[config.mk]
export PLATFORM = sky130hd
export DESIGN_NAME = ple_ctrl
export DESIGN_NICKNAME = d
export VERILOG_FILES = /design/src/hdl/ple_pkg.sv /design/src/hdl/ple_ctrl.sv
export SDC_FILE = /design/constraint.sdc
export NUM_CORES = 1
export LEC_CHECK = 0
export BUFFER_PORTS_ARGS = -buffer_cell sky130_fd_sc_hd__buf_2
export CAP_MARGIN = 40
export CORE_MARGIN = 10
export CORE_UTILIZATION = 45
export DETAILED_ROUTE_END_ITERATION = 16
export PLACE_DENSITY = 0.76
export SETUP_SLACK_MARGIN = 0.5
export SYNTH_ARGS = -nofsm -noshare
export SYNTH_HDL_FRONTEND = slang
export SYNTH_SLANG_ARGS = --single-unit
[constraint.sdc]
create_clock -name clock -period 6.1 [get_ports clock]
set_clock_uncertainty 0.15 [all_clocks]
set_input_delay 0.305 -clock clock [delete_from_list [all_inputs] [get_ports clock]]
set_output_delay 0.305 -clock clock [all_outputs]
set_load 0.01 [all_outputs]
[src/hdl/ple_pkg.sv]
`timescale 1ns / 1ps

package ple_pkg;

   localparam int TYPE_W = 3;
   localparam int POS_W  = 10;
   localparam int VAL_W  = 32;
   localparam int STAT_W = 2;
   localparam int LEN_W  = 11;

   typedef enum logic [TYPE_W-1:0] {
      REQ_CLEAR  = 3'd0,
      REQ_APPEND = 3'd1,
      REQ_INSERT = 3'd2,
      REQ_DELETE = 3'd3,
      REQ_CHANGE = 3'd4,
      REQ_READ   = 3'd5
   } req_code_type;

   typedef enum logic [STAT_W-1:0] {
      STAT_DONE  = 2'd0,
      STAT_RANGE = 2'd1,
      STAT_FULL  = 2'd2
   } status_type;

   typedef enum logic [3:0] {
      ST_IDLE,
      ST_DECIDE,
      ST_INS_RD,
      ST_INS_WR,
      ST_INS_PUT,
      ST_DEL_RD,
      ST_DEL_WR,
      ST_RD_WAIT,
      ST_FINISH
   } state_type;

   typedef struct packed {
      logic [TYPE_W-1:0]       req_type;
      logic [POS_W-1:0]        position;
      logic signed [VAL_W-1:0] value;
   } req_item_type;

   typedef struct packed {
      logic [STAT_W-1:0]       status;
      logic signed [VAL_W-1:0] read_value;
      logic [LEN_W-1:0]        length;
   } rsp_item_type;

endpackage

[src/hdl/ple_ctrl.sv]
`timescale 1ns / 1ps

module ple_ctrl #(
   parameter int CAPACITY = 1024
) (
   input  logic                             clock,
   input  logic                             reset,
   input  logic                             req_accept,
   input  ple_pkg::req_item_type            req_item,
   output logic                             idle,
   input  logic                             out_free,
   output logic                             res_load,
   output ple_pkg::rsp_item_type            res_item,
   output logic                             mem_we,
   output logic [$clog2(CAPACITY)-1:0]      mem_waddr,
   output logic signed [ple_pkg::VAL_W-1:0] mem_wdata,
   output logic                             mem_re,
   output logic [$clog2(CAPACITY)-1:0]      mem_raddr,
   input  logic signed [ple_pkg::VAL_W-1:0] mem_rdata
);
   import ple_pkg::*;

   localparam int ADDR_W = $clog2(CAPACITY);
   localparam int CNT_W  = $clog2(CAPACITY + 1);
   localparam int WIDE_W = (CNT_W > LEN_W) ? CNT_W : LEN_W;

   state_type               state_ff, state_in;
   req_code_type            kind_ff, kind_in;
   logic [POS_W-1:0]        pos_ff, pos_in;
   logic signed [VAL_W-1:0] val_ff, val_in;
   logic [ADDR_W-1:0]       idx_ff, idx_in;
   logic [CNT_W-1:0]        count_ff, count_in;
   status_type              status_ff, status_in;
   logic signed [VAL_W-1:0] rdval_ff, rdval_in;

   logic [WIDE_W-1:0] pos_wide;
   logic [WIDE_W-1:0] cnt_wide;
   logic [ADDR_W-1:0] pos_addr;
   logic [ADDR_W-1:0] cnt_addr;
   logic              in_range;
   logic              full;
   logic              step_up;
   logic [ADDR_W-1:0] step_out;
   logic [CNT_W-1:0]  cnt_step;
   logic              del_last;

   assign pos_wide = WIDE_W'(pos_ff);
   assign cnt_wide = WIDE_W'(count_ff);
   assign pos_addr = pos_wide[ADDR_W-1:0];
   assign cnt_addr = count_ff[ADDR_W-1:0];
   assign in_range = pos_wide < cnt_wide;
   assign full     = count_ff == CNT_W'(CAPACITY);

   // The one index stepper walks up through the list for a delete and down for an insert.
   assign step_up  = kind_ff == REQ_DELETE;
   assign step_out = idx_ff + (step_up ? ADDR_W'(1) : {ADDR_W{1'b1}});

   // Length counter: only a delete decrements it.
   assign cnt_step = count_ff + (step_up ? {CNT_W{1'b1}} : CNT_W'(1));
   assign del_last = pos_wide == WIDE_W'(cnt_step);

   always_comb begin
      state_in = state_ff;
      unique case (state_ff)
         ST_IDLE: begin
            if (req_accept) begin
               state_in = ST_DECIDE;
            end
         end
         ST_DECIDE: begin
            case (kind_ff)
               REQ_INSERT: state_in = (in_range && !full) ? ST_INS_RD : ST_FINISH;
               REQ_DELETE: state_in = (in_range && !del_last) ? ST_DEL_RD : ST_FINISH;
               REQ_READ:   state_in = in_range ? ST_RD_WAIT : ST_FINISH;
               default:    state_in = ST_FINISH;
            endcase
         end
         ST_INS_RD:  state_in = ST_INS_WR;
         ST_INS_WR:  state_in = (step_out == pos_addr) ? ST_INS_PUT : ST_INS_RD;
         ST_INS_PUT: state_in = ST_FINISH;
         ST_DEL_RD:  state_in = ST_DEL_WR;
         ST_DEL_WR:  state_in = (WIDE_W'(step_out) == cnt_wide) ? ST_FINISH : ST_DEL_RD;
         ST_RD_WAIT: state_in = ST_FINISH;
         ST_FINISH: begin
            if (out_free) begin
               state_in = ST_IDLE;
            end
         end
         default: state_in = ST_IDLE;
      endcase
   end

   always_comb begin
      idle      = 1'b0;
      res_load  = 1'b0;
      mem_we    = 1'b0;
      mem_waddr = idx_ff;
      mem_wdata = mem_rdata;
      mem_re    = 1'b0;
      mem_raddr = step_out;
      unique case (state_ff)
         ST_IDLE: idle = 1'b1;
         ST_DECIDE: begin
            case (kind_ff)
               REQ_APPEND: begin
                  mem_we    = !full;
                  mem_waddr = cnt_addr;
                  mem_wdata = val_ff;
               end
               REQ_CHANGE: begin
                  mem_we    = in_range;
                  mem_waddr = pos_addr;
                  mem_wdata = val_ff;
               end
               REQ_READ: begin
                  mem_re    = in_range;
                  mem_raddr = pos_addr;
               end
               default: ;
            endcase
         end
         ST_INS_RD, ST_DEL_RD: mem_re = 1'b1;
         ST_INS_WR, ST_DEL_WR: mem_we = 1'b1;
         ST_INS_PUT: begin
            mem_we    = 1'b1;
            mem_waddr = pos_addr;
            mem_wdata = val_ff;
         end
         ST_RD_WAIT: ;
         ST_FINISH: res_load = out_free;
         default: ;
      endcase
   end

   always_comb begin
      kind_in   = kind_ff;
      pos_in    = pos_ff;
      val_in    = val_ff;
      idx_in    = idx_ff;
      count_in  = count_ff;
      status_in = status_ff;
      rdval_in  = rdval_ff;
      case (state_ff)
         ST_IDLE: begin
            if (req_accept) begin
               kind_in = req_code_type'(req_item.req_type);
               pos_in  = req_item.position;
               val_in  = req_item.value;
            end
         end
         ST_DECIDE: begin
            status_in = STAT_DONE;
            rdval_in  = '1;
            case (kind_ff)
               REQ_CLEAR: count_in = '0;
               REQ_APPEND: begin
                  if (full) begin
                     status_in = STAT_FULL;
                  end else begin
                     count_in = cnt_step;
                  end
               end
               REQ_INSERT: begin
                  if (!in_range) begin
                     status_in = STAT_RANGE;
                  end else if (full) begin
                     status_in = STAT_FULL;
                  end else begin
                     idx_in = cnt_addr;
                  end
               end
               REQ_DELETE: begin
                  if (!in_range) begin
                     status_in = STAT_RANGE;
                  end else begin
                     count_in = cnt_step;
                     idx_in   = pos_addr;
                  end
               end
               REQ_CHANGE, REQ_READ: begin
                  if (!in_range) begin
                     status_in = STAT_RANGE;
                  end
               end
               default: ;
            endcase
         end
         ST_INS_WR, ST_DEL_WR: idx_in = step_out;
         ST_INS_PUT: count_in = cnt_step;
         ST_RD_WAIT: rdval_in = mem_rdata;
         default: ;
      endcase
   end

   always_ff @(posedge clock) begin
      if (reset) begin
         state_ff <= ST_IDLE;
         count_ff <= '0;
      end else begin
         state_ff <= state_in;
         count_ff <= count_in;
      end
   end

   always_ff @(posedge clock) begin
      kind_ff   <= kind_in;
      pos_ff    <= pos_in;
      val_ff    <= val_in;
      idx_ff    <= idx_in;
      status_ff <= status_in;
      rdval_ff  <= rdval_in;
   end

   assign res_item.status     = status_ff;
   assign res_item.read_value = rdval_ff;
   assign res_item.length     = cnt_wide[LEN_W-1:0];

   a_count_bound: assert property (@(posedge clock) disable iff (reset)
      count_ff <= CNT_W'(CAPACITY))
      else $error("list length exceeds capacity");

   a_accept_idle: assert property (@(posedge clock) disable iff (reset)
      req_accept |-> state_ff == ST_IDLE)
      else $error("request taken while busy");

   a_single_port: assert property (@(posedge clock) disable iff (reset)
      !(mem_we && mem_re))
      else $error("memory read and write in the same cycle");

   a_ins_order: assert property (@(posedge clock) disable iff (reset)
      state_ff == ST_INS_WR |-> $past(state_ff) == ST_INS_RD)
      else $error("insert write without preceding read");

   a_put_room: assert property (@(posedge clock) disable iff (reset)
      state_ff == ST_INS_PUT |-> count_ff < CNT_W'(CAPACITY))
      else $error("insert completed on a full list");

endmodule

# Word level (Yosys, flattened, before mapping)
# Cells that the tools add are included.
# op_classes
n_addsub	2
order_cmp	1
n_eq_ne	25
muxes	37
n_reduce_logical	19
# ops
operator	n
32-bit one-hot mux with 2 select lines	2
10-bit one-hot mux with 2 select lines	4
10-bit two-way mux	6
11-bit two-way mux	3
11-bit one-hot mux with 3 select lines	1
32-bit two-way mux	1
4-bit one-hot mux with 8 select lines	1
4-bit two-way mux	6
10-bit by 11-bit equality test with 1-bit output	2
11-bit one-hot mux with 2 select lines	1
4-bit by 3-bit equality test with 1-bit output (second input constant)	4
3-bit != test (second input constant)	4
4-bit one-hot mux with 3 select lines	1
11-bit adder	1
11-bit equality test (second input constant)	1
10-bit by 11-bit less-than comparator with 1-bit output	1
10-bit adder	1
10-bit equality test	1
4-bit by 2-bit equality test with 1-bit output (second input constant)	2
2-bit OR reduction	4
3-bit by 2-bit equality test with 1-bit output (second input constant)	2
3-bit equality test (second input constant)	2
1-bit one-hot mux with 2 select lines	3
2-bit one-hot mux with 3 select lines	1
18 further kinds	29
# totals
register_bits	104
input_bits	81
out_inout_bits	101
elab_cells	92

# Depth between registers and ports, before layout
# logic_depth
depth_word	9
depth_mapped	14
ltp_nobuf	11

# Worst setup path after synthesis
# Ideal clock, no wire load.
# synth_path
path_type	reg-to-reg
start	reg kind_ff[1]
end	reg state_ff[2]
setup_time_ns	0.133
t_arrival_ns	3.813
required_ns	5.817
setup_slack_ns	2.004
path_stages_with_launch	14
n_path_buf	3
synth_period_minus_slack_ns	4.096
path_cell_list	edfxtp_1 -> buf_2 -> nand3b_1 -> buf_1 -> clkinv_1 -> ha_1 -> buf_6 -> or4_1 -> o22a_1 -> or3_1 -> a21oi_1 -> nand4_1 -> nand4bb_1 -> o211ai_2
# synth_via
elab_chain_len	9
elab_cells_between_ends	17
classes_between	2 x add/sub; 6 x eq/ne; 7 x mux; 2 x reduce/logical
# synth_rtl
element	line	source
start: declaration	ple_ctrl.sv:28	req_code_type kind_ff, kind_in;
start signal: assignment	ple_ctrl.sv:206	kind_ff <= kind_in;
3-bit by 2-bit equality test with 1-bit output	ple_ctrl.sv:55, ple_ctrl.sv:71	
11-bit two-way mux	ple_ctrl.sv:59	assign cnt_step = count_ff + (step_up ? {CNT_W{1'b1}} : CNT_W'(1));
11-bit adder	ple_ctrl.sv:59	
10-bit by 11-bit equality test with 1-bit output	ple_ctrl.sv:60	assign del_last = pos_wide == WIDE_W'(cnt_step);
1-bit zero test	ple_ctrl.sv:73	REQ_DELETE: state_in = (in_range && !del_last) ? ST_DEL_RD : ST_FINISH;
1-bit logical AND	ple_ctrl.sv:73	
4-bit two-way mux	ple_ctrl.sv:73	
4-bit one-hot mux with 3 select lines	ple_ctrl.sv:71	case (kind_ff)
4-bit one-hot mux with 8 select lines *	ple_ctrl.sv:64	unique case (state_ff)
end signal: assignment	ple_ctrl.sv:200	state_ff <= state_in;
end: declaration	ple_ctrl.sv:27	state_type state_ff, state_in;
# Mark *: on every way between the ends. The rest lies on a longest branch, timed or not.
# A chain may end at the register's enable or synchronous reset.

# Worst setup path in the final report
# layout_path
start	reg kind_ff[2]
end	out mem_raddr[8]
# layout_via
elab_chain_len	5
elab_cells_between_ends	6
classes_between	1 x add/sub; 2 x eq/ne; 3 x mux
# layout_rtl
element	line	source
3-bit by 2-bit equality test with 1-bit output	ple_ctrl.sv:55	assign step_up = kind_ff == REQ_DELETE;
10-bit two-way mux	ple_ctrl.sv:56	assign step_out = idx_ff + (step_up ? ADDR_W'(1) : {ADDR_W{1'b1}});
10-bit adder	ple_ctrl.sv:56	
10-bit two-way mux	ple_ctrl.sv:104	case (kind_ff)
10-bit two-way mux *	ple_ctrl.sv:101	unique case (state_ff)
end: declaration	ple_ctrl.sv:18	output logic [$clog2(CAPACITY)-1:0] mem_raddr,
# Marks and branches as above.

==> flow_metrics.py <==
metrics = {
    "synth": {
        "yosysMostFrequentCell": "edfxtp_1",
        "synth_ff_type": "edfxtp_1",
        "synth_common_cells": "89 x edfxtp_1, 64 x nand2_1, 64 x nor2_1",
        "syn-num-nets": 775,
        "ys_types": 71,
        "synth_top_area_share_pct": 39.7,
        "syn-cell-area_sq_mm": 0.00673,
        "synthArstFlopShare_pct": 0,
        "synth_area_leaders": "edfxtp_1 40%, mux2_2 5.7%, ha_1 5.0%, dfxtp_1 4.5%, xnor2_1 4.2%",
        "syn_avg_cell_area_sq_um": 10.1,
        "syn_inst": 665,
        "synth_edf_count": 89,
        "ys_seq_area_share_pct": 44.2,
        "yosysTopAreaCell": "edfxtp_1",
        "synth_seq_cells": 104,
        "ys_warn_count": 0,
    },
    "clock_network": {
        "root_buffer": "clkbuf_16",
        "cts_num_sinks": 104,
        "cts_buffers": 9,
        "cts_buffer_depth": 2,
        "clock_latency_ns": 0.35,
        "cts_setup_buffers": 0,
        "cts_hold_buf": 45,
        "cts_resized": 0,
        "cts_tree": "built",
        "path_clk_slew_ns": 0.08,
        "ctsHtreeMaxLevel": 3,
    },
    "cells_and_area": {
        "nets": 977,
        "antenna_cells": 0,
        "seq_area_sq_mm": 0.00297,
        "final_core_util_pct": 58.3,
        "area_growth_pct": 26.4,
        "multi_input_area_sq_mm": 0.00348,
        "fillCellCount": 1241,
        "drive_above_1_share_pct": 32.2,
        "final_cells": 1056,
    },
    "floorplan": {
        "start_util_pct": 46.1,
        "die-area_sq_mm": 0.0202,
        "ioPinCount": 182,
        "die_h_um": 142,
        "rows": 44,
        "die_w_um": 142,
        "fp.coreArea_sq_mm": 0.0146,
    },
    "power_and_ir_drop": {
        "ir_drop_v": 0.000137,
        "powerDensity_mw_per_mm2": 249,
        "leakage_nw": 3.31,
    },
    "setup_path": {
        "worstPathMaxFanout": 18,
        "rr_startpoint": "kind_ff[2]$_DFFE_PP_",
        "r2r-end": "state_ff[2]$_SDFFE_PP0P_",
        "critical_path_class": "flop to output port",
        "crit_arrival_ns": 3.56,
        "start_kind": "flop",
        "required_ns": 5.64,
        "r2r_slack_ns": 2.17,
        "crit_path_end_kind": "output port",
        "worstRegToRegCells": 11,
    },
    "sta": {
        "finalCritPeriodShare_pct": 65.9,
        "drv_slew": 0,
        "setup_violations": 0,
        "tightest_slew_ns": 0.747,
        "fin_crit_ns": 4.02,
        "rsz0062_at_grt": "false",
        "hold_violations": 0,
        "fin_tns_setup_ns": 0,
        "slew_headroom_pct": 50.0,
        "timing.fmax_ghz": 0.249,
    },
    "detailed_routing": {
        "vias": 5850,
        "vias_per_cell": 5.54,
        "drcViolationCount": 0,
        "drt_pass1_iterations": 5,
        "ant_nets": 0,
        "avgRoutedWirePerCell_um": 19.2,
        "drtIter0Drc": 488,
        "wirelength_mm": 20.3,
    },
    "placement": {
        "portBuffers": 181,
        "routabilityCongestion": 0.905,
        "hpwlAfterDp_mm": 15.1,
        "placed_cells_incl_taps": 995,
    },
    "hold_path": {
        "min_path_type": "primary input to flop",
        "whs_endpoint": "rdval_ff[18]$_SDFFCE_PN1P_",
        "hp-start": "mem_rdata[18]",
        "worstHoldPathCells": 2,
    },
    "run": {
        "drv_cap": 0,
    },
    "grt": {
        "antenna_found_initial": 0,
        "grt_pass1_wl_mm": 31.2,
        "grt_use_total_pct": 19.3,
        "overflow": 0,
        "grt_pass1_vias": 5655,
        "grt_max_degree": 46,
    },
    "outcome": {
        "status": "completed",
    },
}
[cells in the final DEF (no fill, tap or decap), types with 3 or more instances in the layout]
master,count
buf_2,181
edfxtp_1,89
nand2_1,64
nor2_1,63
dlygate4sd3_1,45
mux2_2,34
xnor2_1,32
or2_2,32
a21oi_1,27
ha_1,27
o21ai_0,22
inv_1,20
mux2i_1,17
xor2_1,15
dfxtp_1,15
nand3_1,14
nand2b_1,12
a211oi_1,11
nor3_1,10
a22oi_1,10
nor2b_1,9
clkbuf_16,9
o21a_1,7
o211ai_1,6
a21o_1,6
buf_4,6
nand3b_1,5
nand4_1,5
or3_1,4
nor4_1,4
o21ai_1,4
a221oi_1,3
o22a_1,3
o311ai_0,3
a311o_1,3
inv_6,3
[sequential cells by signal, indices dropped and copies added (netlist names)]
name       flops
kind_ff        3
rdval_ff      32
pos_addr      10
status_ff      2
val_ff        32
cnt_wide      11
state_ff       4
idx_ff        10
[final cells by class]
cell class              count  area share (%)
multi-input cells         497            41.0
flip-flops and latches    104            35.0
repair buffers            234            17.0
well taps                 184            2.71
clock buffers               9            2.65
inverters                  21           0.927
clock inverters             7           0.707
[worst max-delay path by stage]
| stage | start | endpoint |
|---|---|---|
| final | kind_ff[2]$_DFFE_PP_ | mem_raddr[8] |
| after global routing | kind_ff[2]$_DFFE_PP_ | state_ff[3]$_SDFFE_PP0P_ |
| after CTS | kind_ff[2]$_DFFE_PP_ | mem_raddr[8] |
| after detailed placement | kind_ff[2]$_DFFE_PP_ | state_ff[2]$_SDFFE_PP0P_ |
| after global placement | kind_ff[2]$_DFFE_PP_ | state_ff[2]$_SDFFE_PP0P_ |
| after floorplan | kind_ff[1]$_DFFE_PP_ | state_ff[2]$_SDFFE_PP0P_ |
[routing by layer]
| layer | track usage [%] | part of all wire (%) | wire [um] |
|---|---|---|---|
| met5 | 0 | 0 | 0 |
| met4 | 6.94 | 2.6 | 529 |
| met3 | 3.37 | 6.2 | 1250 |
| met2 | 31.3 | 49 | 9970 |
| met1 | 25.3 | 42 | 8570 |
[worst max-delay path: stages, from the launching register on]
cell,delay (ns)
edfxtp_1,0.57
nand3b_1,0.19
clkinv_1,0.47
fa_1,0.64
nor2b_1,0.14
o211ai_1,0.20
a31oi_1,0.38
xnor2_1,0.23
a21oi_1,0.22
buf_2,0.17
[metrics by stage]
step / power (mW) / hold WS [ns] / setup WS [ns] / area, sq um
2_1_floorplan: 1.34 / 0.254 / 2.00 / 6730
3_3_place_gp: 1.52 / 0.331 / 2.37 / 7720
3_5_place_dp: 1.54 / 0.333 / 2.25 / 7760
4_1_cts: 2.13 / 0.0687 / 2.12 / 8500
5_1_grt: 2.22 / 0.0678 / 1.77 / 8500
6_report: 2.12 / 0.0783 / 2.08 / 8500
[cell families (layout without fill, tap and decap cells)]
kind of cell	count (synthesis)	count (layout)	synth area share [%]
flip-flops	104	104	44.2
XOR/XNOR	48	48	6.45
buffers and inverters	64	271	4.15
adder cells (fa/ha/maj)	29	29	5.62
AO/OA/AOI/OAI	129	129	13.4
AND/OR/NAND/NOR	240	240	17.9
multiplexers	51	51	8.22
[power by group]
group	switching [mW]	total [mW]	internal, mW
clock network	0.285	0.572	0.286
logic	0.362	0.624	0.262
registers	0.0602	0.921	0.861
total	0.708	2.12	1.41
No activity file was read; power rests on OpenSTA's default activity.
